## config.mk

```make
export PLATFORM = sky130hd
export DESIGN_NAME = montgomery_mod_alu
export DESIGN_NICKNAME = d
export VERILOG_FILES = /design/src/rtl/core/mma_pkg.sv /design/src/rtl/core/montgomery_mod_alu.sv /design/src/rtl/core/mma_ctrl.sv /design/src/rtl/core/mma_dp.sv
export SDC_FILE = /design/constraint.sdc
export NUM_CORES = 2
export LEC_CHECK = 0
export BUFFER_PORTS_ARGS = -buffer_cell sky130_fd_sc_hd__buf_2
export CORE_UTILIZATION = 30
export DETAILED_ROUTE_END_ITERATION = 10
export SETUP_SLACK_MARGIN = 0.4
export SLEW_MARGIN = 20
export SYNTH_ARGS = -nofsm -noshare
export SYNTH_HDL_FRONTEND = slang
export SYNTH_SLANG_ARGS = --single-unit
```

## constraint.sdc

```tcl
create_clock -name clk -period 13.6 [get_ports clk]
set_input_delay 0.68 -clock clk [delete_from_list [all_inputs] [get_ports clk]]
set_output_delay 0.68 -clock clk [all_outputs]
set_load 0.01 [all_outputs]
```

## src/rtl/core/mma_pkg.sv

```systemverilog
// Shared types and constants for the Montgomery modular ALU (P = 104857601).
// Used by mma_ctrl, mma_dp and montgomery_mod_alu; depends on nothing.
`timescale 1ns / 1ps

package mma_pkg;

  localparam logic [31:0] MOD_P      = 32'd104857601;
  localparam logic [31:0] MOD_2P     = 32'd209715202;
  localparam logic [26:0] EXP_INV    = 27'd104857599;  // P - 2
  localparam logic [26:0] EXP_MOD    = 27'd104857600;  // P - 1 = 25 * 2^22
  localparam logic [31:0] MONT_NINV  = 32'd104857599;  // -1/P mod 2^32
  localparam logic [31:0] MONT_R2    = 32'd45971250;   // 2^64 mod P
  localparam logic [31:0] MONT_ONE   = 32'd100663256;  // 2^32 mod P
  localparam int          EXP_STEPS  = 21;             // 42 high bits, two per step
  localparam int          CNT_W      = $clog2(EXP_STEPS);

  typedef enum logic [3:0] {
    KIND_TOMONT   = 4'd0,
    KIND_FROMMONT = 4'd1,
    KIND_ADD      = 4'd2,
    KIND_SUB      = 4'd3,
    KIND_MUL      = 4'd4,
    KIND_LAZYNEG  = 4'd5,
    KIND_PLAINNEG = 4'd6,
    KIND_POW      = 4'd7,
    KIND_INV      = 4'd8,
    KIND_DIV      = 4'd9
  } kind_t;

  typedef enum logic [1:0] {XS_A, XS_ACC, XS_BASE} xsel_t;
  typedef enum logic [2:0] {YS_B, YS_BASE, YS_ACC, YS_R2, YS_ONE} ysel_t;
  typedef enum logic [1:0] {DS_RES, DS_ACC, DS_BASE} dest_t;

  typedef struct packed {
    logic  load;
    logic  ex_step;
    logic  ex_fix;
    logic  shift_e;
    logic  issue;
    xsel_t xsel;
    ysel_t ysel;
    dest_t dest;
    logic  finish;
  } cmd_t;

  typedef struct packed {
    kind_t kind;
    logic  pipe_busy;
    logic  e_zero;
    logic  e_bit0;
  } sts_t;

endpackage

```

## src/rtl/core/montgomery_mod_alu.sv

```systemverilog
// Top level of the Montgomery modular ALU for P = 104857601.
// Depends on mma_pkg, mma_ctrl and mma_dp.
`timescale 1ns / 1ps

// A word is taken when start is high and busy is low; its result appears on
// result for one cycle with done high, and the receiver must take it then.
// Add, sub, both negates and unused kinds finish straight from dispatch. Tomont,
// frommont and mul issue one multiply on the four-stage Montgomery multiply pipe
// and wait for it to drain. Power, inverse and divide run square-and-multiply on
// that pipe LSB first, one exponent bit per square; power first reduces the
// exponent mod P-1, and divide ends with one more multiply.
module montgomery_mod_alu (
  input  logic               clk,
  input  logic               rst,
  input  logic               start,
  output logic               busy,
  input  logic [3:0]         kind,
  input  logic [31:0]        operand_a,
  input  logic [31:0]        operand_b,
  input  logic signed [63:0] exponent,
  output logic               done,
  output logic [31:0]        result
);

  mma_pkg::cmd_t cmd;
  mma_pkg::sts_t sts;

  mma_ctrl u_ctrl (
    .clk   (clk),
    .rst   (rst),
    .start (start),
    .sts   (sts),
    .cmd   (cmd),
    .busy  (busy),
    .done  (done)
  );

  mma_dp u_dp (
    .clk       (clk),
    .rst       (rst),
    .cmd       (cmd),
    .sts       (sts),
    .kind      (kind),
    .operand_a (operand_a),
    .operand_b (operand_b),
    .exponent  (exponent),
    .result    (result)
  );

endmodule

```

## src/rtl/core/mma_ctrl.sv

```systemverilog
// Sequencer for the Montgomery ALU: dispatch, exponent reduction, square-and-multiply.
// Depends on mma_pkg; drives mma_dp through cmd_t and reads sts_t.
`timescale 1ns / 1ps

module mma_ctrl (
  input  logic          clk,
  input  logic          rst,
  input  logic          start,
  input  mma_pkg::sts_t sts,
  output mma_pkg::cmd_t cmd,
  output logic          busy,
  output logic          done
);

  typedef enum logic [3:0] {
    ST_IDLE,
    ST_DISPATCH,
    ST_EXP_STEP,
    ST_EXP_FIX,
    ST_POW_SQ,
    ST_POW_MUL,
    ST_POW_WAIT,
    ST_ISSUE,
    ST_FINAL_WAIT,
    ST_FINISH
  } state_t;

  state_t                   state;
  state_t                   state_next;
  logic [mma_pkg::CNT_W-1:0] cnt;

  assign busy = (state != ST_IDLE);

  always_comb begin
    state_next = state;
    cmd        = '0;
    cmd.xsel   = mma_pkg::XS_A;
    cmd.ysel   = mma_pkg::YS_B;
    cmd.dest   = mma_pkg::DS_RES;
    case (state)
      ST_IDLE: begin
        if (start) begin
          cmd.load   = 1'b1;
          state_next = ST_DISPATCH;
        end
      end
      ST_DISPATCH: begin
        case (sts.kind)
          mma_pkg::KIND_TOMONT, mma_pkg::KIND_FROMMONT, mma_pkg::KIND_MUL:
            state_next = ST_ISSUE;
          mma_pkg::KIND_POW:
            state_next = ST_EXP_STEP;
          mma_pkg::KIND_INV, mma_pkg::KIND_DIV:
            state_next = ST_POW_SQ;
          default:
            state_next = ST_FINISH;
        endcase
      end
      ST_EXP_STEP: begin
        cmd.ex_step = 1'b1;
        if (cnt == mma_pkg::CNT_W'(mma_pkg::EXP_STEPS - 1)) begin
          state_next = ST_EXP_FIX;
        end
      end
      ST_EXP_FIX: begin
        cmd.ex_fix = 1'b1;
        state_next = ST_POW_SQ;
      end
      ST_POW_SQ: begin
        if (sts.e_zero) begin
          state_next = (sts.kind == mma_pkg::KIND_DIV) ? ST_ISSUE : ST_FINISH;
        end else begin
          // base squared; the multiply below still reads the old base
          cmd.issue  = 1'b1;
          cmd.xsel   = mma_pkg::XS_BASE;
          cmd.ysel   = mma_pkg::YS_BASE;
          cmd.dest   = mma_pkg::DS_BASE;
          state_next = ST_POW_MUL;
        end
      end
      ST_POW_MUL: begin
        cmd.issue   = sts.e_bit0;
        cmd.xsel    = mma_pkg::XS_ACC;
        cmd.ysel    = mma_pkg::YS_BASE;
        cmd.dest    = mma_pkg::DS_ACC;
        cmd.shift_e = 1'b1;
        state_next  = ST_POW_WAIT;
      end
      ST_POW_WAIT: begin
        if (!sts.pipe_busy) begin
          state_next = ST_POW_SQ;
        end
      end
      ST_ISSUE: begin
        cmd.issue = 1'b1;
        cmd.dest  = mma_pkg::DS_RES;
        case (sts.kind)
          mma_pkg::KIND_TOMONT:   cmd.ysel = mma_pkg::YS_R2;
          mma_pkg::KIND_FROMMONT: cmd.ysel = mma_pkg::YS_ONE;
          mma_pkg::KIND_DIV:      cmd.ysel = mma_pkg::YS_ACC;
          default:                cmd.ysel = mma_pkg::YS_B;
        endcase
        state_next = ST_FINAL_WAIT;
      end
      ST_FINAL_WAIT: begin
        if (!sts.pipe_busy) begin
          state_next = ST_FINISH;
        end
      end
      ST_FINISH: begin
        cmd.finish = 1'b1;
        state_next = ST_IDLE;
      end
      default: begin
        state_next = ST_IDLE;
      end
    endcase
  end

  always_ff @(posedge clk) begin
    if (rst) begin
      state <= ST_IDLE;
      cnt   <= '0;
      done  <= 1'b0;
    end else begin
      state <= state_next;
      done  <= cmd.finish;
      if (cmd.ex_step) begin
        cnt <= cnt + 1'b1;
      end else begin
        cnt <= '0;
      end
    end
  end

`ifndef SYNTHESIS
  a_done_single : assert property (@(posedge clk) disable iff (rst) done |=> !done)
    else $error("result strobe held for more than one cycle");
  a_start_busy : assert property (@(posedge clk) disable iff (rst)
    (start && !busy) |=> (busy && !done))
    else $error("accepted word did not make the unit busy");
  a_finish_drained : assert property (@(posedge clk) disable iff (rst)
    cmd.finish |-> !sts.pipe_busy)
    else $error("result taken while multiplier pipe still in flight");
  a_issue_busy : assert property (@(posedge clk) disable iff (rst)
    cmd.issue |-> busy)
    else $error("multiply issued while idle");
`endif

endmodule

```

## src/rtl/core/mma_dp.sv

```systemverilog
// Datapath of the Montgomery ALU: operand registers, 4-stage Montgomery multiply pipe,
// exponent reduction mod P-1 and the result register. Depends on mma_pkg.
`timescale 1ns / 1ps

module mma_dp (
  input  logic               clk,
  input  logic               rst,
  input  mma_pkg::cmd_t      cmd,
  output mma_pkg::sts_t      sts,
  input  logic [3:0]         kind,
  input  logic [31:0]        operand_a,
  input  logic [31:0]        operand_b,
  input  logic signed [63:0] exponent,
  output logic [31:0]        result
);

  // value < 100 reduced mod 25
  function automatic logic [4:0] mod25(input logic [6:0] v);
    logic [6:0] r;
    begin
      if (v >= 7'd75)      r = v - 7'd75;
      else if (v >= 7'd50) r = v - 7'd50;
      else if (v >= 7'd25) r = v - 7'd25;
      else                 r = v;
      mod25 = r[4:0];
    end
  endfunction

  mma_pkg::kind_t kind_q;
  logic [31:0]    a_q;
  logic [31:0]    b_q;
  logic [31:0]    acc;
  logic [31:0]    base;
  logic [31:0]    res;
  logic [26:0]    e;

  // exponent reduction: P-1 = 25 << 22, so only the top 42 bits need mod 25
  logic [63:0]    ex_raw;
  logic [63:0]    ex_mag;
  logic [41:0]    ex_hi;
  logic [21:0]    ex_lo;
  logic           ex_neg;
  logic [4:0]     ex_rem;
  logic [26:0]    ex_val;

  // Montgomery pipe
  logic [31:0]    mx;
  logic [31:0]    my;
  logic           v1, v2, v3;
  mma_pkg::dest_t d1, d2, d3;
  logic [63:0]    t1, t2, t3;
  logic [31:0]    q2;
  logic [58:0]    qp3;
  logic [63:0]    red_sum;
  logic [31:0]    red_out;

  logic [31:0]    add_s, sub_s, out_value;

  assign ex_raw = exponent;
  assign ex_mag = exponent[63] ? (~ex_raw + 64'd1) : ex_raw;
  assign ex_val = {ex_rem, ex_lo};

  always_comb begin
    case (cmd.xsel)
      mma_pkg::XS_ACC:  mx = acc;
      mma_pkg::XS_BASE: mx = base;
      default:          mx = a_q;
    endcase
    case (cmd.ysel)
      mma_pkg::YS_BASE: my = base;
      mma_pkg::YS_ACC:  my = acc;
      mma_pkg::YS_R2:   my = mma_pkg::MONT_R2;
      mma_pkg::YS_ONE:  my = 32'd1;
      default:          my = b_q;
    endcase
  end

  assign red_sum = t3 + {5'd0, qp3};
  assign red_out = red_sum[63:32];

  assign sts.kind      = kind_q;
  assign sts.pipe_busy = v1 | v2 | v3;
  assign sts.e_zero    = (e == '0);
  assign sts.e_bit0    = e[0];

  always_ff @(posedge clk) begin
    if (rst) begin
      v1 <= 1'b0;
      v2 <= 1'b0;
      v3 <= 1'b0;
    end else begin
      v1 <= cmd.issue;
      v2 <= v1;
      v3 <= v2;
    end
  end

  always_ff @(posedge clk) begin
    // pipe payload
    t1  <= {32'd0, mx} * {32'd0, my};
    d1  <= cmd.dest;
    t2  <= t1;
    q2  <= t1[31:0] * mma_pkg::MONT_NINV;
    d2  <= d1;
    t3  <= t2;
    qp3 <= {27'd0, q2} * {32'd0, mma_pkg::MOD_P[26:0]};
    d3  <= d2;

    if (cmd.load) begin
      kind_q <= mma_pkg::kind_t'(kind);
      a_q    <= operand_a;
      b_q    <= operand_b;
      acc    <= mma_pkg::MONT_ONE;
      base   <= (mma_pkg::kind_t'(kind) == mma_pkg::KIND_DIV) ? operand_b : operand_a;
      e      <= mma_pkg::EXP_INV;
      ex_neg <= exponent[63];
      ex_hi  <= ex_mag[63:22];
      ex_lo  <= ex_mag[21:0];
      ex_rem <= '0;
    end else begin
      if (cmd.ex_step) begin
        ex_rem <= mod25({ex_rem, ex_hi[41:40]});
        ex_hi  <= {ex_hi[39:0], 2'b00};
      end
      if (cmd.ex_fix) begin
        e <= (ex_neg && ex_val != '0) ? (mma_pkg::EXP_MOD - ex_val) : ex_val;
      end else if (cmd.shift_e) begin
        e <= {1'b0, e[26:1]};
      end
      if (v3) begin
        case (d3)
          mma_pkg::DS_ACC:  acc  <= red_out;
          mma_pkg::DS_BASE: base <= red_out;
          default:          res  <= red_out;
        endcase
      end
    end
  end

  assign add_s = a_q + (b_q - mma_pkg::MOD_2P);
  assign sub_s = a_q - b_q;

  always_comb begin
    case (kind_q)
      mma_pkg::KIND_FROMMONT: out_value = (res >= mma_pkg::MOD_P) ? res - mma_pkg::MOD_P : res;
      mma_pkg::KIND_ADD:      out_value = add_s[31] ? add_s + mma_pkg::MOD_2P : add_s;
      mma_pkg::KIND_SUB:      out_value = sub_s[31] ? sub_s + mma_pkg::MOD_2P : sub_s;
      mma_pkg::KIND_LAZYNEG:  out_value = (a_q == '0) ? '0 : mma_pkg::MOD_2P - a_q;
      mma_pkg::KIND_PLAINNEG: out_value = (a_q == '0) ? '0 : mma_pkg::MOD_P - a_q;
      mma_pkg::KIND_POW, mma_pkg::KIND_INV:
                              out_value = acc;
      mma_pkg::KIND_TOMONT, mma_pkg::KIND_MUL, mma_pkg::KIND_DIV:
                              out_value = res;
      default:                out_value = '0;
    endcase
  end

  always_ff @(posedge clk) begin
    if (cmd.finish) begin
      result <= out_value;
    end
  end

endmodule
```

* Yosys cells after proc, flatten, opt, wreduce, memory -nomap -nowiden
Cells that the tools add are included.
Storage, ports and cells: register bits 595, input bits 135, output and inout port bits 34, word-level logic and storage cells 147
Cells by class: add/sub/neg operators 15, multipliers 3, magnitude comparators 4, equal/unequal tests 32, muxes and demuxes 40, bitwise logic cells 6, reduce and logical (&&, ||, !) cells 21
Operator list (count):
- two-way mux 32 bit | 9
- one-hot mux 32 bit (7 select lines) | 1
- one-hot mux 32 bit (4 select lines) | 1
- two-way mux 42 bit | 2
- two-way mux 27 bit | 3
- adder 32 x 28 -> 32 bit, second input constant | 2
- adder 64 x 1 -> 64 bit, second input constant | 1
- adder 64 x 59 -> 64 bit | 1
- multiplier 32 x 32 -> 64 bit | 1
- two-way mux 64 bit | 1
- NOT 64 bit | 1
- one-hot mux 32 bit (2 select lines) | 1
- multiplier 32 x 27 -> 59 bit, second input constant | 1
- one-hot mux 4 bit (9 select lines) | 1
- adder 32 bit | 1
- == test 4 x 3 -> 1 bit, second input constant | 8
- >= comparator 32 x 27 -> 1 bit, second input constant | 1
- zero test 32 bit | 1
- multiplier 32 x 27 -> 32 bit, second input constant | 1
- subtractor 27 x 32 -> 32 bit, first input constant | 1
- subtractor 28 x 32 -> 32 bit, first input constant | 1
- subtractor 32 x 27 -> 32 bit, second input constant | 1
- subtractor 32 x 28 -> 32 bit, second input constant | 1
- subtractor 32 bit | 1
- other kinds (40) | 78

* Depth between registers and ports, before layout
depth after elaboration 6, depth in mapped cells 43, gate-level depth less buffers 38

* By module
From an unflattened synthesis, not the netlist that was laid out.
Second synthesis, totals: cells, all modules 8567, area, all modules 77839.7 um^2
Modules (own cells, without submodules):
- mma_dp | times used 1, cells an instance 8469, area an instance 77122.7 um^2, seq. area each 13963.4 um^2
- mma_ctrl | times used 1, cells an instance 98, area an instance 716.9 um^2, seq. area each 200.2 um^2

* Least setup slack after synthesis
OpenSTA, ideal clock, no wires.
path type flip-flop to flip-flop, start point register u_ctrl.state[2], end point register u_dp.t1[62], library setup time 0.091 ns, arrival 10.219 ns, required time 13.509 ns, slack 3.290 ns, stages on the path, launching flop included 40, path buffers 4, clock period less this slack 10.310 ns, cells stage by stage dfxtp_1 > clkbuf_1 > nand4b_1 > nor4_1 > or3_1 > and2_1 > clkbuf_1 > clkbuf_1 > a221oi_1 > nand2_1 > a21boi_1 > clkbuf_1 > nand2_1 > fa_1 > inv_1 > fa_1 > inv_1 > fa_1 > (+4 left out) > fa_1 > fa_1 > fa_1 > inv_1 > ha_1 > a21o_1 > a21o_1 > a21oi_1 > and3_1 > a211o_1 > a41oi_1 > o211ai_1 > a2111oi_0 > o31a_1 > a21oi_1 > o21bai_1 > a211oi_1 > a311oi_1
Between the ends: longest elaborated chain between the ends 5, elaborated cells between the ends (all ways) 14, those cells by class mul: 1; eq/ne: 9; mux: 4
Ends and longest elaborated chain:
- start: declaration | line mma_ctrl.sv:28 | state_t state;
- start signal: assignment | line mma_ctrl.sv:126 | state <= state_next;
- == test 4 x 3 -> 1 bit | line mma_ctrl.sv:40 | case (state)
- one-hot mux 5 bit (3 select lines) / one-hot mux 2 bit (2 select lines) (equally long branches) | line mma_ctrl.sv:40
- == test 3 bit, or another cell as far along | line mma_dp.sv:69 | case (cmd.ysel)
- one-hot mux 32 bit (4 select lines) / one-hot mux 32 bit (2 select lines) (equally long branches) | line mma_dp.sv:69, mma_dp.sv:64
- multiplier 32 x 32 -> 64 bit * | line mma_dp.sv:100 | t1 <= {32'd0, mx} * {32'd0, my};
- end signal: assignment | line mma_dp.sv:100
- end: declaration | line mma_dp.sv:51 | logic [63:0] t1, t2, t3;
Mark *: on every way between the ends. The rest lies on a longest branch, timed or not. A chain may end at the register's enable or synchronous reset.

* Worst setup path after layout
start point register u_ctrl.state[3], end point register u_dp.t1[62]
Same word-level chain as after synthesis.

==> qor.csv <==
stage,metric,value,unit
yosys,asr flop ratio synth,0,
detailed_routing,final wirelength,253,mm
global_routing,largest net degree at the start of global routing,87,
detailed_routing,DRT iter0 DRCs,5229,
placed_design,Post-DP HPWL,208,mm
detailed_routing,vias per cell,5.11,
clock_network,worst-case clock buffer depth,3,
yosys,most frequently used flop master after synthesis,dfxtp_1,
yosys,cell area after synthesis,0.0761,mm^2
sta,"Hold Vio Cnt, Final",0,
flow_run,Max Cap Viol,0,
floorplan,initial core utilization,0.302,
clock_network,CTS sink cnt,593,
sta,Setup-failing EPs final,0,
sta,"Slew Viols, Final",0,
floorplan,die area,0.256,mm^2
clock_network,cts repair resizes,0,
floorplan,cell row count,184,
clock_network,CTS tree,yes,
sta,Layout Skew,0.0557,ns
detailed_routing,DR pass1 iterations,8,
yosys,post-synthesis cell type count,92,
clock_network,post-CTS setup buffer count,0,
min_path,path category of the worst min-delay check,input pin to register,
worst_setup_path,Crit Path Class,register to register,
worst_setup_path,Worst Path Arrival,13.28,ns
global_routing,total grt overflow,0,
floorplan,core area,0.252,mm^2
worst_setup_path,Startpoint Class,register,
yosys,Post-synth EDFFs,229,
worst_setup_path,worst r2r src,u_ctrl.state[3],
final_layout,Synth-to-Final Area Change,9.93,%
detailed_routing,DR WL/cell,21.4,um
global_routing,global-route wire length before repair,381,mm
yosys,Synth Area in Simple Gates,0.133,
worst_setup_path,Critical Path Start,u_ctrl.state[3],
yosys,mux cell area share after synthesis,0.00359,
worst_setup_path,crit-path max FO,30,
detailed_routing,# DRC,0,
clock_network,Clock Pin Slew Worst Setup and Hold Paths,0.06,ns
yosys,Mapped Cells,8343,
clock_network,clock root cell,clkbuf_16,
sta,f_max,78.8,MHz
placed_design,Port Buffer Count,168,
yosys,Synth Net Count,10415,
worst_setup_path,CP max stage delay,0.75,ns
worst_setup_path,Worst Setup End Kind,register,
yosys,Synth Area in XOR/XNOR,0.0462,
sta,RSZ-0062 raised after global routing,no,
floorplan,Die Wd,506,um
sta,Final TNS setup,0,ns
min_path,hold_sp,operand_a[27],
yosys,Synth Register Bits,593,
yosys,main combinational cell family by area after synthesis,adder cells,
outcome,status,finished clean,
yosys,compound-cell area share of the yosys netlist,0.107,
yosys,"Seq/Total Area, Yosys",0.186,
detailed_routing,final antenna-violating net count,0,
sta,fin crit share,0.933,
global_routing,vias in the first global route,62141,
clock_network,total CTS buffers,67,
sta,worst relative slew slack,0.206,
clock_network,# hold bufs at CTS,0,
placed_design,routability congestion estimate,0.977,
final_layout,share of cells above drive strength 1,0.0631,
final_layout,NumNets Final,10486,
detailed_routing,Vias,60382,
clock_network,H-tree lvl count,3,
global_routing,initial antenna violation count,28,
yosys,Mean Syn Cell Area,9.12,um^2
sta,Worst Tran Pin Value,1.19,ns
worst_setup_path,"slowest stage cell, crit path",or3_1,
worst_setup_path,CP most frequent cell,fa_1,
clock_network,clock latency on the worst-skew pair,0.69,ns
floorplan,Top Ports,169,
worst_setup_path,WP data required,14.19,ns
yosys,YS warnings,0,
sta,min cycle time layout,12.69,ns
yosys,Post-Synth Adder-Cell Area,0.434,
floorplan,Die H,506,um
global_routing,Tot GR Track Use,0.197,
## worst max-delay path, delay by kind of cell, from the launching register on
family,cells,cell delay [ns]
DFF,1,0.55
and+or+nand+nor,10,2.22
AOI/OAI and AO/OA,11,3.68
adders and majority gates,9,4.50
buffers and inverters,6,1.61
## worst paths after layout
path              slack [ns]      endpoint  depth (start not counted)
setup reg to reg        0.91   u_dp.t1[62]                         36
hold / removal          0.18  u_dp.a_q[27]                          1
hold reg to reg         0.32   u_dp.t3[15]                          0
setup / recovery        0.91   u_dp.t1[62]                         36
## layout by cell type, fill, tap and decap left out, types with 13 or more instances in the layout
master	Yosys	layout
or2_2	20	20
ha_1	768	767
mux2i_1	25	25
and2_1	39	37
nor2_1	740	738
clkbuf_8	0	13
nor3_1	84	81
a31oi_1	28	28
nor2b_1	65	65
inv_1	1514	1514
o21a_1	62	61
dfxtp_1	364	364
o21ai_1	17	21
nand3_1	119	118
clkbuf_16	0	72
o221ai_1	25	25
o21bai_1	32	32
and3_1	38	38
a221oi_1	33	33
a22oi_1	60	60
or4_1	14	14
buf_4	2	144
fa_1	1169	1169
o211ai_1	22	22
o21ai_0	320	293
or3_1	37	37
o31ai_1	40	40
a222oi_1	16	16
xnor2_1	252	252
nand2b_1	41	41
o21ai_2	0	14
nand4_1	44	44
edfxtp_1	229	229
a21o_1	111	111
nor4_1	44	42
a21oi_1	300	297
buf_2	8	168
xor2_1	149	149
a211oi_1	48	48
nand2_1	942	941
## synthesized netlist by cell type, types with 41 or more instances
cell	number	area (um^2)
nor3_1	84	420
o21a_1	62	465
fa_1	1169	23400
edfxtp_1	229	6880
nand2b_1	41	257
inv_1	1514	5680
dfxtp_1	364	7290
clkbuf_1	274	1030
nand2_1	942	3540
nand3_1	119	596
xnor2_1	252	2210
nor4_1	44	275
nor2_1	740	2780
ha_1	768	9610
nor2b_1	65	407
a211oi_1	48	360
a21o_1	111	833
a22oi_1	60	450
o21ai_0	320	1600
xor2_1	149	1310
nand4_1	44	275
a21oi_1	300	1500
## stage by stage
step / util / worst slack (ns) / area [um^2] / instances / hold WS, ns
6_report: 0.332 / 0.910 / 83600 / 11822 / 0.184
5_1_grt: 0.332 / 0.410 / 83600 / 11818 / 0.151
4_1_cts: 0.332 / 0.887 / 83600 / 11816 / 0.116
3_5_place_dp: 0.323 / 0.904 / 81300 / 11693 / 0.312
3_3_place_gp: 0.323 / 1.07 / 81200 / 11692 / 0.310
2_1_floorplan: - / 3.29 / 76100 / 8343 / 0.310
## sequential cells by signal, indices dropped and copies added, names as in the netlist, 42 cells and up
register / count
u_dp.ex_hi: 42
u_dp.t2: 64
u_dp.t3: 64
u_dp.qp3: 58
u_dp.t1: 64
## kinds of logic after synthesis
family / count (synthesis)
multiplexers: 27
XOR/XNOR: 401
adder cells (fa/ha/maj): 1937
flip-flops: 593
buffers and inverters: 1830
AO/OA/AOI/OAI: 1258
AND/OR/NAND/NOR: 2297
## layer usage
layer	share of wire	wire length (um)	GRT usage
met5	0.0015	384	0.00357
met1	0.39	99800	0.247
met2	0.45	114000	0.317
met4	0.058	14600	0.0993
met3	0.095	24000	0.0456
## final cells by class
| class | instances | area [um^2] |
|---|---|---|
| Fill cell | 25693 | 168000 |
| Multi-Input combinational cell | 5920 | 55300 |
| Sequential cell | 593 | 14200 |
| Inverter | 1518 | 5700 |
| Tap cell | 3348 | 4190 |
| Clock buffer | 93 | 2010 |
| Timing Repair Buffer | 314 | 1960 |
| Clock inverter | 30 | 314 |
| Antenna cell | 6 | 15.0 |
Power is not shown: default switching activity piles up to over one toggle a cycle in this logic, so the estimate is an artifact.
